`src/hw/rtl/rrt_pkg.sv`:
```
package rrt_pkg;

  // Table operation codes.
  typedef enum logic [1:0] {
    OP_INSERT = 2'd0,
    OP_LOOKUP = 2'd1,
    OP_ADJUST = 2'd2,
    OP_SETCTX = 2'd3
  } op_t;

  // Result status codes.
  typedef enum logic [1:0] {
    ST_OK        = 2'd0,
    ST_MISSING   = 2'd1,
    ST_DUPLICATE = 2'd2,
    ST_FULL      = 2'd3
  } status_t;

  // Controller states.
  typedef enum logic [1:0] {
    CS_IDLE   = 2'd0,
    CS_LAUNCH = 2'd1,
    CS_PASS   = 2'd2,
    CS_FINISH = 2'd3
  } ctl_state_t;

  // Command held by the controller and seen by every cell.
  typedef struct packed {
    op_t                op;
    logic [63:0]        key;
    logic [31:0]        handle;
    logic signed [15:0] device;
    logic signed [15:0] delta;
  } cmd_t;

  // Token that walks the row of cells, one cell per cycle.
  typedef struct packed {
    logic               live;
    logic               found;
    logic               free_hit;
    logic               removed;
    logic [31:0]        count;
    logic [31:0]        handle;
    logic signed [15:0] device;
  } tok_t;

endpackage

```
`src/hw/rtl/rrt_cell.sv`:
```
module rrt_cell (
  input  logic          clk,
  input  logic          rst_n,
  input  rrt_pkg::cmd_t cmd,
  input  logic          commit,
  input  rrt_pkg::tok_t tok_in,
  output rrt_pkg::tok_t tok_out
);
  import rrt_pkg::*;

  logic               valid_r, valid_nxt;
  logic               cand_r, cand_nxt;
  logic [63:0]        key_r, key_nxt;
  logic [31:0]        count_r, count_nxt;
  logic [31:0]        handle_r, handle_nxt;
  logic signed [15:0] device_r, device_nxt;
  tok_t               tok_r, tok_nxt;

  logic        match;
  logic [31:0] count_sum;
  logic [31:0] count_new;
  logic [31:0] handle_new;

  // Key compare and the entry's value after the command.
  assign match      = valid_r && (key_r == cmd.key);
  assign count_sum  = count_r + {{16{cmd.delta[15]}}, cmd.delta};
  assign count_new  = (cmd.op == OP_ADJUST) ? count_sum : count_r;
  assign handle_new = (cmd.op == OP_SETCTX) ? cmd.handle : handle_r;

  // The token updates a matching entry as it passes; a commit fills the claimed free slot.
  always_comb begin
    valid_nxt  = valid_r;
    cand_nxt   = cand_r;
    key_nxt    = key_r;
    count_nxt  = count_r;
    handle_nxt = handle_r;
    device_nxt = device_r;
    tok_nxt    = tok_in;
    if (tok_in.live) begin
      cand_nxt         = (cmd.op == OP_INSERT) && !valid_r && !tok_in.free_hit;
      tok_nxt.free_hit = tok_in.free_hit | !valid_r;
      if (match) begin
        tok_nxt.found  = 1'b1;
        tok_nxt.count  = count_new;
        tok_nxt.handle = handle_new;
        tok_nxt.device = device_r;
        tok_nxt.removed = 1'b0;
        if (cmd.op != OP_INSERT) begin
          count_nxt  = count_new;
          handle_nxt = handle_new;
        end
        if ((cmd.op == OP_ADJUST) && (count_new == 32'd0)) begin
          valid_nxt       = 1'b0;
          tok_nxt.removed = 1'b1;
        end
      end
    end else if (commit && cand_r) begin
      valid_nxt  = 1'b1;
      key_nxt    = cmd.key;
      count_nxt  = 32'd0;
      handle_nxt = cmd.handle;
      device_nxt = cmd.device;
    end
  end

  // Control state and the outgoing token.
  always_ff @(posedge clk) begin
    if (!rst_n) begin
      valid_r <= 1'b0;
      cand_r  <= 1'b0;
      tok_r   <= '0;
    end else begin
      valid_r <= valid_nxt;
      cand_r  <= cand_nxt;
      tok_r   <= tok_nxt;
    end
  end

  // Entry contents are meaningful only while the entry is valid.
  always_ff @(posedge clk) begin
    key_r    <= key_nxt;
    count_r  <= count_nxt;
    handle_r <= handle_nxt;
    device_r <= device_nxt;
  end

  assign tok_out = tok_r;

endmodule

```
`config.mk`:
```
export PLATFORM = sky130hd
export DESIGN_NAME = rrt_cell
export DESIGN_NICKNAME = d
export VERILOG_FILES = /design/src/hw/rtl/rrt_pkg.sv /design/src/hw/rtl/rrt_cell.sv
export SDC_FILE = /design/constraint.sdc
export NUM_CORES = 1
export LEC_CHECK = 0
export ABC_AREA = 1
export ABC_CLOCK_PERIOD_IN_PS = 6350
export BUFFER_PORTS_ARGS = -buffer_cell sky130_fd_sc_hd__buf_2
export CAP_MARGIN = 20
export CORE_MARGIN = 1.5
export CORE_UTILIZATION = 49
export DETAILED_ROUTE_END_ITERATION = 8
export PLACE_DENSITY = 0.74
export SLEW_MARGIN = 20
export SYNTH_ARGS = -nofsm -noshare
export SYNTH_HDL_FRONTEND = slang
export SYNTH_SLANG_ARGS = --single-unit
```
`constraint.sdc`:
```
create_clock -name clk -period 6.35 [get_ports clk]
set_input_delay 0 -clock clk [delete_from_list [all_inputs] [get_ports clk]]
set_output_delay 0 -clock clk [all_outputs]
set_load 0.005 [all_outputs]
```
Yosys cells after proc, flatten, opt, wreduce, memory -nomap -nowiden --
Index checks and enable logic that the tools add are counted.
Storage, ports and cells: register bits after elaboration 230, input bits 217, output and inout bits 84, logic and storage cells 54
Operators by class: add/subtract/negate cells 1, equal/unequal tests 6, muxes and demuxes 18, bitwise operators 2, reduce and logical (&&, ||, !) cells 14
Operator list (number):
- 32-bit two-way mux | 10
- 83-bit two-way mux | 1
- 81-bit two-way mux | 1
- 64-bit equality test | 1
- 32-bit adder | 1
- 32-bit zero test | 1
- 1-bit two-way mux | 6
- 2-bit by 1-bit inequality test with 1-bit output (second input constant) | 3
- 3-bit AND reduction | 2
- 1-bit logical AND | 5
- 2-bit equality test (second input constant) | 2
- 2-bit nonzero test | 2
- 1-bit zero test | 2
- 2-bit zero test | 1
- 2-bit AND reduction | 1
- 1-bit inverter | 1
- 1-bit bitwise OR | 1

Logic depth before layout (Yosys ltp) --
depth in word-level cells 7, depth in mapped cells 20, depth with buffers taken out 20

Worst setup path after synthesis --
Ideal clock, no wire load.
path kind flip-flop to flip-flop, from register key_r[46], to register count_r[0] (enable), library setup time 0.507 ns, data arrival time 4.492 ns, data required time 5.843 ns, path slack 1.351 ns, stages on the path, launching flop included 12, buffers on the path 1, period minus slack after synthesis 4.999 ns, cells stage by stage edfxtp_1 inv_1 nand2_1 nand2_1 and3b_1 nand3_1 nor2_1 nand4_1 nor2_1 nand3_4 clkbuf_1 a21oi_1
On the way: longest elaborated chain between the ends 4
Ends and longest elaborated chain:
- from (decl) | RTL line rrt_cell.sv:13 | logic [63:0] key_r, key_nxt;
- from (signal assigned) | RTL line rrt_cell.sv:81 | key_r <= key_nxt;
- 64-bit equality test | RTL line rrt_cell.sv:25 | assign match = valid_r && (key_r == cmd.key);
- 1-bit logical AND | RTL line rrt_cell.sv:25
- 2-bit by 1-bit inequality test with 1-bit output (no line)
- 3-bit AND reduction (no line)
- to (signal assigned) | RTL line rrt_cell.sv:82 | count_r <= count_nxt;
- to (decl) | RTL line rrt_cell.sv:14 | logic [31:0] count_r, count_nxt;
No other way between the ends. A chain may end at the register's enable or synchronous reset.

Final worst setup path --
from register key_r[60], to register tok_r (netlist bit tok_out[22])
On the way: longest elaborated chain between the ends 4
Ends and longest elaborated chain:
- 64-bit equality test | RTL line rrt_cell.sv:25
- 1-bit logical AND | RTL line rrt_cell.sv:25
- 81-bit two-way mux | RTL line rrt_cell.sv:42 | if (match) begin
- 83-bit two-way mux | RTL line rrt_cell.sv:39 | if (tok_in.live) begin
- to (signal assigned) | RTL line rrt_cell.sv:75 | tok_r <= tok_nxt;
- to (decl) | RTL line rrt_cell.sv:17 | tok_t tok_r, tok_nxt;
No other way between the ends.

==> summary by stage <==
Placed design
Summing all placed instances gives a cell area of roughly 14000 um2. At the end of routability-driven placement, the weighted congestion stood at 0.931. The number of port buffers is 300. Timing analysis after detailed placement gives a worst setup slack of 3120 ps. The placed wire-length estimate is 27600 um.

Detailed routing
The top metal layer carrying routed signals is met4. After detailed routing, the number of remaining DRC violations is 0. The routed design uses 3360 um of met3 wire. After detailed routing, the wire length on met1 is 16100 um. The overall routed net length is approximately 43000 um.

Dividing the detail-routed via count by the number of cells gives 5.31. The detailed router's first-iteration violation count is 1148. The wire length on met2 is 21900 um. The via count of the routed design is 13200.

The first-pass detailed-route iteration total is 6. Once detail routing completed, the nets flagged for antenna violations numbered 0. Dividing the detail-routed wire length by the instance count gives 17.5 um.

Worst hold path
The path type of the worst min-delay path is primary input to register.

Worst setup path
The worst-case register-to-register setup slack is 2380 ps. In this run the worst setup path terminates at tok_out[22]. The beginning of the worst register-to-register path is key_r[60].

By startpoint and endpoint, the worst setup path is classified as register to register. The capturing point of the worst reg2reg path is tok_out[22]. The launch point of the critical path is key_r[60]. The worst-case reg-to-reg path depth is 9. Of all nets on the critical path, the largest fanout is 73. At the worst endpoint, the arrival time is 4400 ps. STA classifies the critical path startpoint as a register. For the worst setup path, the data required time is 6780 ps.

The worst setup path is captured at a register.

Timing
The share of the cycle needed by the critical path after routing is 0.625. The number of max-slew violations in the final report is 0. The worst pin sits at a relative slew slack of 0.252.

The shortest clock period the worst path allows after layout is 3970 ps. Across all setup checks in the final design, the least slack found is roughly 2400 ps. The number of hold violations in the final report is 0. Between clock sinks in the finished design, the worst skew comes to 26.8 ps.

Setup repair after global routing left no endpoint under its margin. Based on the critical path, the design can be clocked at up to around 0.25 GHz. For the final routed database, the setup TNS stands at 0 ps.

The total of endpoints with negative setup slack in the final report is 0. At the pin with the least slew margin, the transition time is approximately 1100 ps.

Logic synthesis
The fraction of registers with async set/reset is 0. The post-synthesis area per instance is 7.85 um2. Synthesis produced 1610 cells. The share of the yosys chip area belonging to registers is 0.478. Yosys mapped a number of flops with a built-in enable equal to approximately 140. The most common flop cell mapped by yosys is sky130_fd_sc_hd__edfxtp_1. The post-synthesis cell type count is between 40 and 50. Yosys attributes the largest share of cell area to sky130_fd_sc_hd__edfxtp_1, sky130_fd_sc_hd__dfxtp_1, sky130_fd_sc_hd__nand2_1.

The area fraction of the dominant cell type after synthesis is 0.342. After synthesis the cells add up to between 10000 and 15000 um2. The synthesized design contains 230 register bits. Summed over all instances, the cell type with the most area after synthesis is sky130_fd_sc_hd__edfxtp_1. Yosys printed 0 warnings.

The number of nets handed over by synthesis was 1859.

Finish
The area growth from synthesis to layout is 38.9%. In the layout the commonest cells are sky130_fd_sc_hd__nand2_1, sky130_fd_sc_hd__buf_2, sky130_fd_sc_hd__inv_1. With fillers left out, the area of the finished cells amounts to 17600 um2.

In the final layout, the multi-input gates occupy 5460 um2. The total number of nets in the final design is 2379. The share of layout cells above drive strength 1 is 0.174. The total area of sequential cells is ~6000 um2. Fill cells in the final layout number between 1500 and 2000. The final core area utilization is 0.695. The library cell used most frequently in the layout, excluding fill and tap cells, is sky130_fd_sc_hd__nand2_1.

Job
Across the run, the number of max-cap violations was 0.

Global route
The total overflow left after global routing is 0. The first global-routing pass estimated 66000 um of wire. In the global route stage, overall resource usage came out at 0.318. Entering global routing, the biggest net connects 101 pins.

The number of global-route vias before repair is 12900. The initial antenna violation count was 2.

Power and ir drop
The total power is 3.68 mW. In this run the power density over the cells is about 210 nW/um2. The power spent charging and discharging nets is 944 uW. The share of total power dissipated in sequential elements is 0.443. Of the total power, the share spent switching nets is 0.257. The internal portion of the total power is 2.73 mW.

Of the total power, the clock network draws 0.408. VDD sags by at most 0.276 mV. The share of total power dissipated in combinational logic is 0.149.

The static leakage is roughly 8.7 nW.

Clock network
The cell sitting at the root of the clock tree is a sky130_fd_sc_hd__clkbuf_16. Clock-pin slew was measured on the worst setup and hold paths at 70 ps. The TritonCTS sink count is 230. CTS built an H-tree with a depth of 1.

The clock tree from TritonCTS is done. The post-CTS resize count is 0. The deepest clock path buffer count is 3. The source-to-sink clock delay at the later pin of the worst-skew pair is 550 ps. The number of clock buffers inserted by TritonCTS is 25.

Floorplanning
The die covers approximately 27000 um2. The initialized floorplan defines 58 standard-cell rows. The effective utilization at floorplan is 0.501.

The core region is 25300 um2. The die is ~160 um tall. The die is 164 um wide. The number of top-level design ports is 301.

Outcome
The flow ran to the end, and the final reports show no timing, DRC or antenna violations.
[sequential cells by signal, summed over array words and instances, names as in the netlist]
| signal | cells |
|---|---|
| handle_r | 32 |
| key_r | 64 |
| valid_r | 1 |
| count_r | 32 |
| device_r | 16 |
| cand_r | 1 |
| tok_out | 84 |
[power by group through the flow]
| stage | combinational, mW | sequential (mW) | clock [mW] |
|---|---|---|---|
| 5_1_grt | 0.597 | 1.63 | 1.56 |
| 6_report | 0.548 | 1.63 | 1.50 |
| 3_3_place_gp | 0.401 | 1.66 | 0 |
| 2_1_floorplan | 0.223 | 1.67 | 0 |
| 4_1_cts | 0.523 | 1.63 | 1.50 |
| 3_5_place_dp | 0.410 | 1.66 | 0 |
[layer usage]
metal / up-vias / track usage
li1: 6257 / -
met1: 6067 / 0.365
met2: 689 / 0.562
met3: 154 / 0.0635
met4: 0 / 0.155
met5: - / 0
[worst max-delay path, stage by stage, from the launching register on]
cell	delay, ps
sky130_fd_sc_hd__edfxtp_1	430
sky130_fd_sc_hd__xnor2_1	340
sky130_fd_sc_hd__nand4_1	230
sky130_fd_sc_hd__nor2_1	250
sky130_fd_sc_hd__nand3_4	280
sky130_fd_sc_hd__inv_4	630
sky130_fd_sc_hd__buf_4	700
sky130_fd_sc_hd__a21oi_1	210
sky130_fd_sc_hd__o21a_1	150
sky130_fd_sc_hd__dlygate4sd3_1	560
[synthesized netlist by cell type (2+ instances only)]
cell,n
sky130_fd_sc_hd__a21oi_1,76
sky130_fd_sc_hd__buf_1,3
sky130_fd_sc_hd__buf_2,9
sky130_fd_sc_hd__buf_4,7
sky130_fd_sc_hd__buf_6,2
sky130_fd_sc_hd__clkbuf_1,23
sky130_fd_sc_hd__dfxtp_1,86
sky130_fd_sc_hd__edfxtp_1,144
sky130_fd_sc_hd__ha_1,31
sky130_fd_sc_hd__inv_1,247
sky130_fd_sc_hd__mux2i_1,33
sky130_fd_sc_hd__nand2_1,453
sky130_fd_sc_hd__nand2_2,2
sky130_fd_sc_hd__nand3_1,65
sky130_fd_sc_hd__nand3b_1,10
sky130_fd_sc_hd__nand4_1,29
sky130_fd_sc_hd__nor2_1,171
sky130_fd_sc_hd__nor2_2,2
sky130_fd_sc_hd__nor3_1,15
sky130_fd_sc_hd__nor3b_1,2
sky130_fd_sc_hd__o2111a_1,2
sky130_fd_sc_hd__o211ai_1,7
sky130_fd_sc_hd__o21a_1,40
sky130_fd_sc_hd__o21ai_0,93
sky130_fd_sc_hd__o21ai_1,5
sky130_fd_sc_hd__o21bai_1,2
sky130_fd_sc_hd__o22ai_1,2
sky130_fd_sc_hd__or2_2,10
sky130_fd_sc_hd__xnor2_1,18
sky130_fd_sc_hd__xor2_1,9
[cell families (layout without fill, tap and decap cells)]
kind of cell | count (synthesis) | count (layout) | synth area share
AND/OR/NAND/NOR | 764 | 764 | 0.250
buffers and inverters | 294 | 833 | 0.0915
AO/OA/AOI/OAI | 230 | 230 | 0.103
flip-flops | 230 | 230 | 0.478
multiplexers | 33 | 33 | 0.0261
adder cells (fa/ha/maj) | 32 | 32 | 0.0323
XOR/XNOR | 27 | 27 | 0.0187
other | 0 | 2 | 0
[final cells by class]
| type | instances | share of cell area |
|---|---|---|
| clock inverters | 14 | 0.00670 |
| inverters | 250 | 0.0536 |
| diodes | 2 | 0.000285 |
| repair buffers | 537 | 0.220 |
| flip-flops and latches | 230 | 0.344 |
| clock buffers | 32 | 0.0413 |
| multi-input cells | 1086 | 0.311 |
| well taps | 330 | 0.0235 |
[through the flow]
stage                     instances  hold WS, ps
after floorplan                1610         98.9
after global placement         2203          177
after detailed placement       2203          178
after CTS                      2479         4.80
after global routing           2480         41.2
final                          2481         48.0
[worst min-delay path by stage]
stage,from,end,depth (start not counted)
after detailed placement,cmd[31],device_r[15],1
final,rst_n,tok_out[80],4
after global routing,rst_n,tok_out[80],4
after floorplan,cmd[16],device_r[0],0
after global placement,cmd[23],device_r[7],1
after CTS,rst_n,tok_out[82],3
[repair_timing]
item                                   4_1_cts  5_1_grt
hold buffers                               230        0
buffers inserted                             0        0
endpoints found under the hold margin      197        0
(Power assumes the default switching activity.)
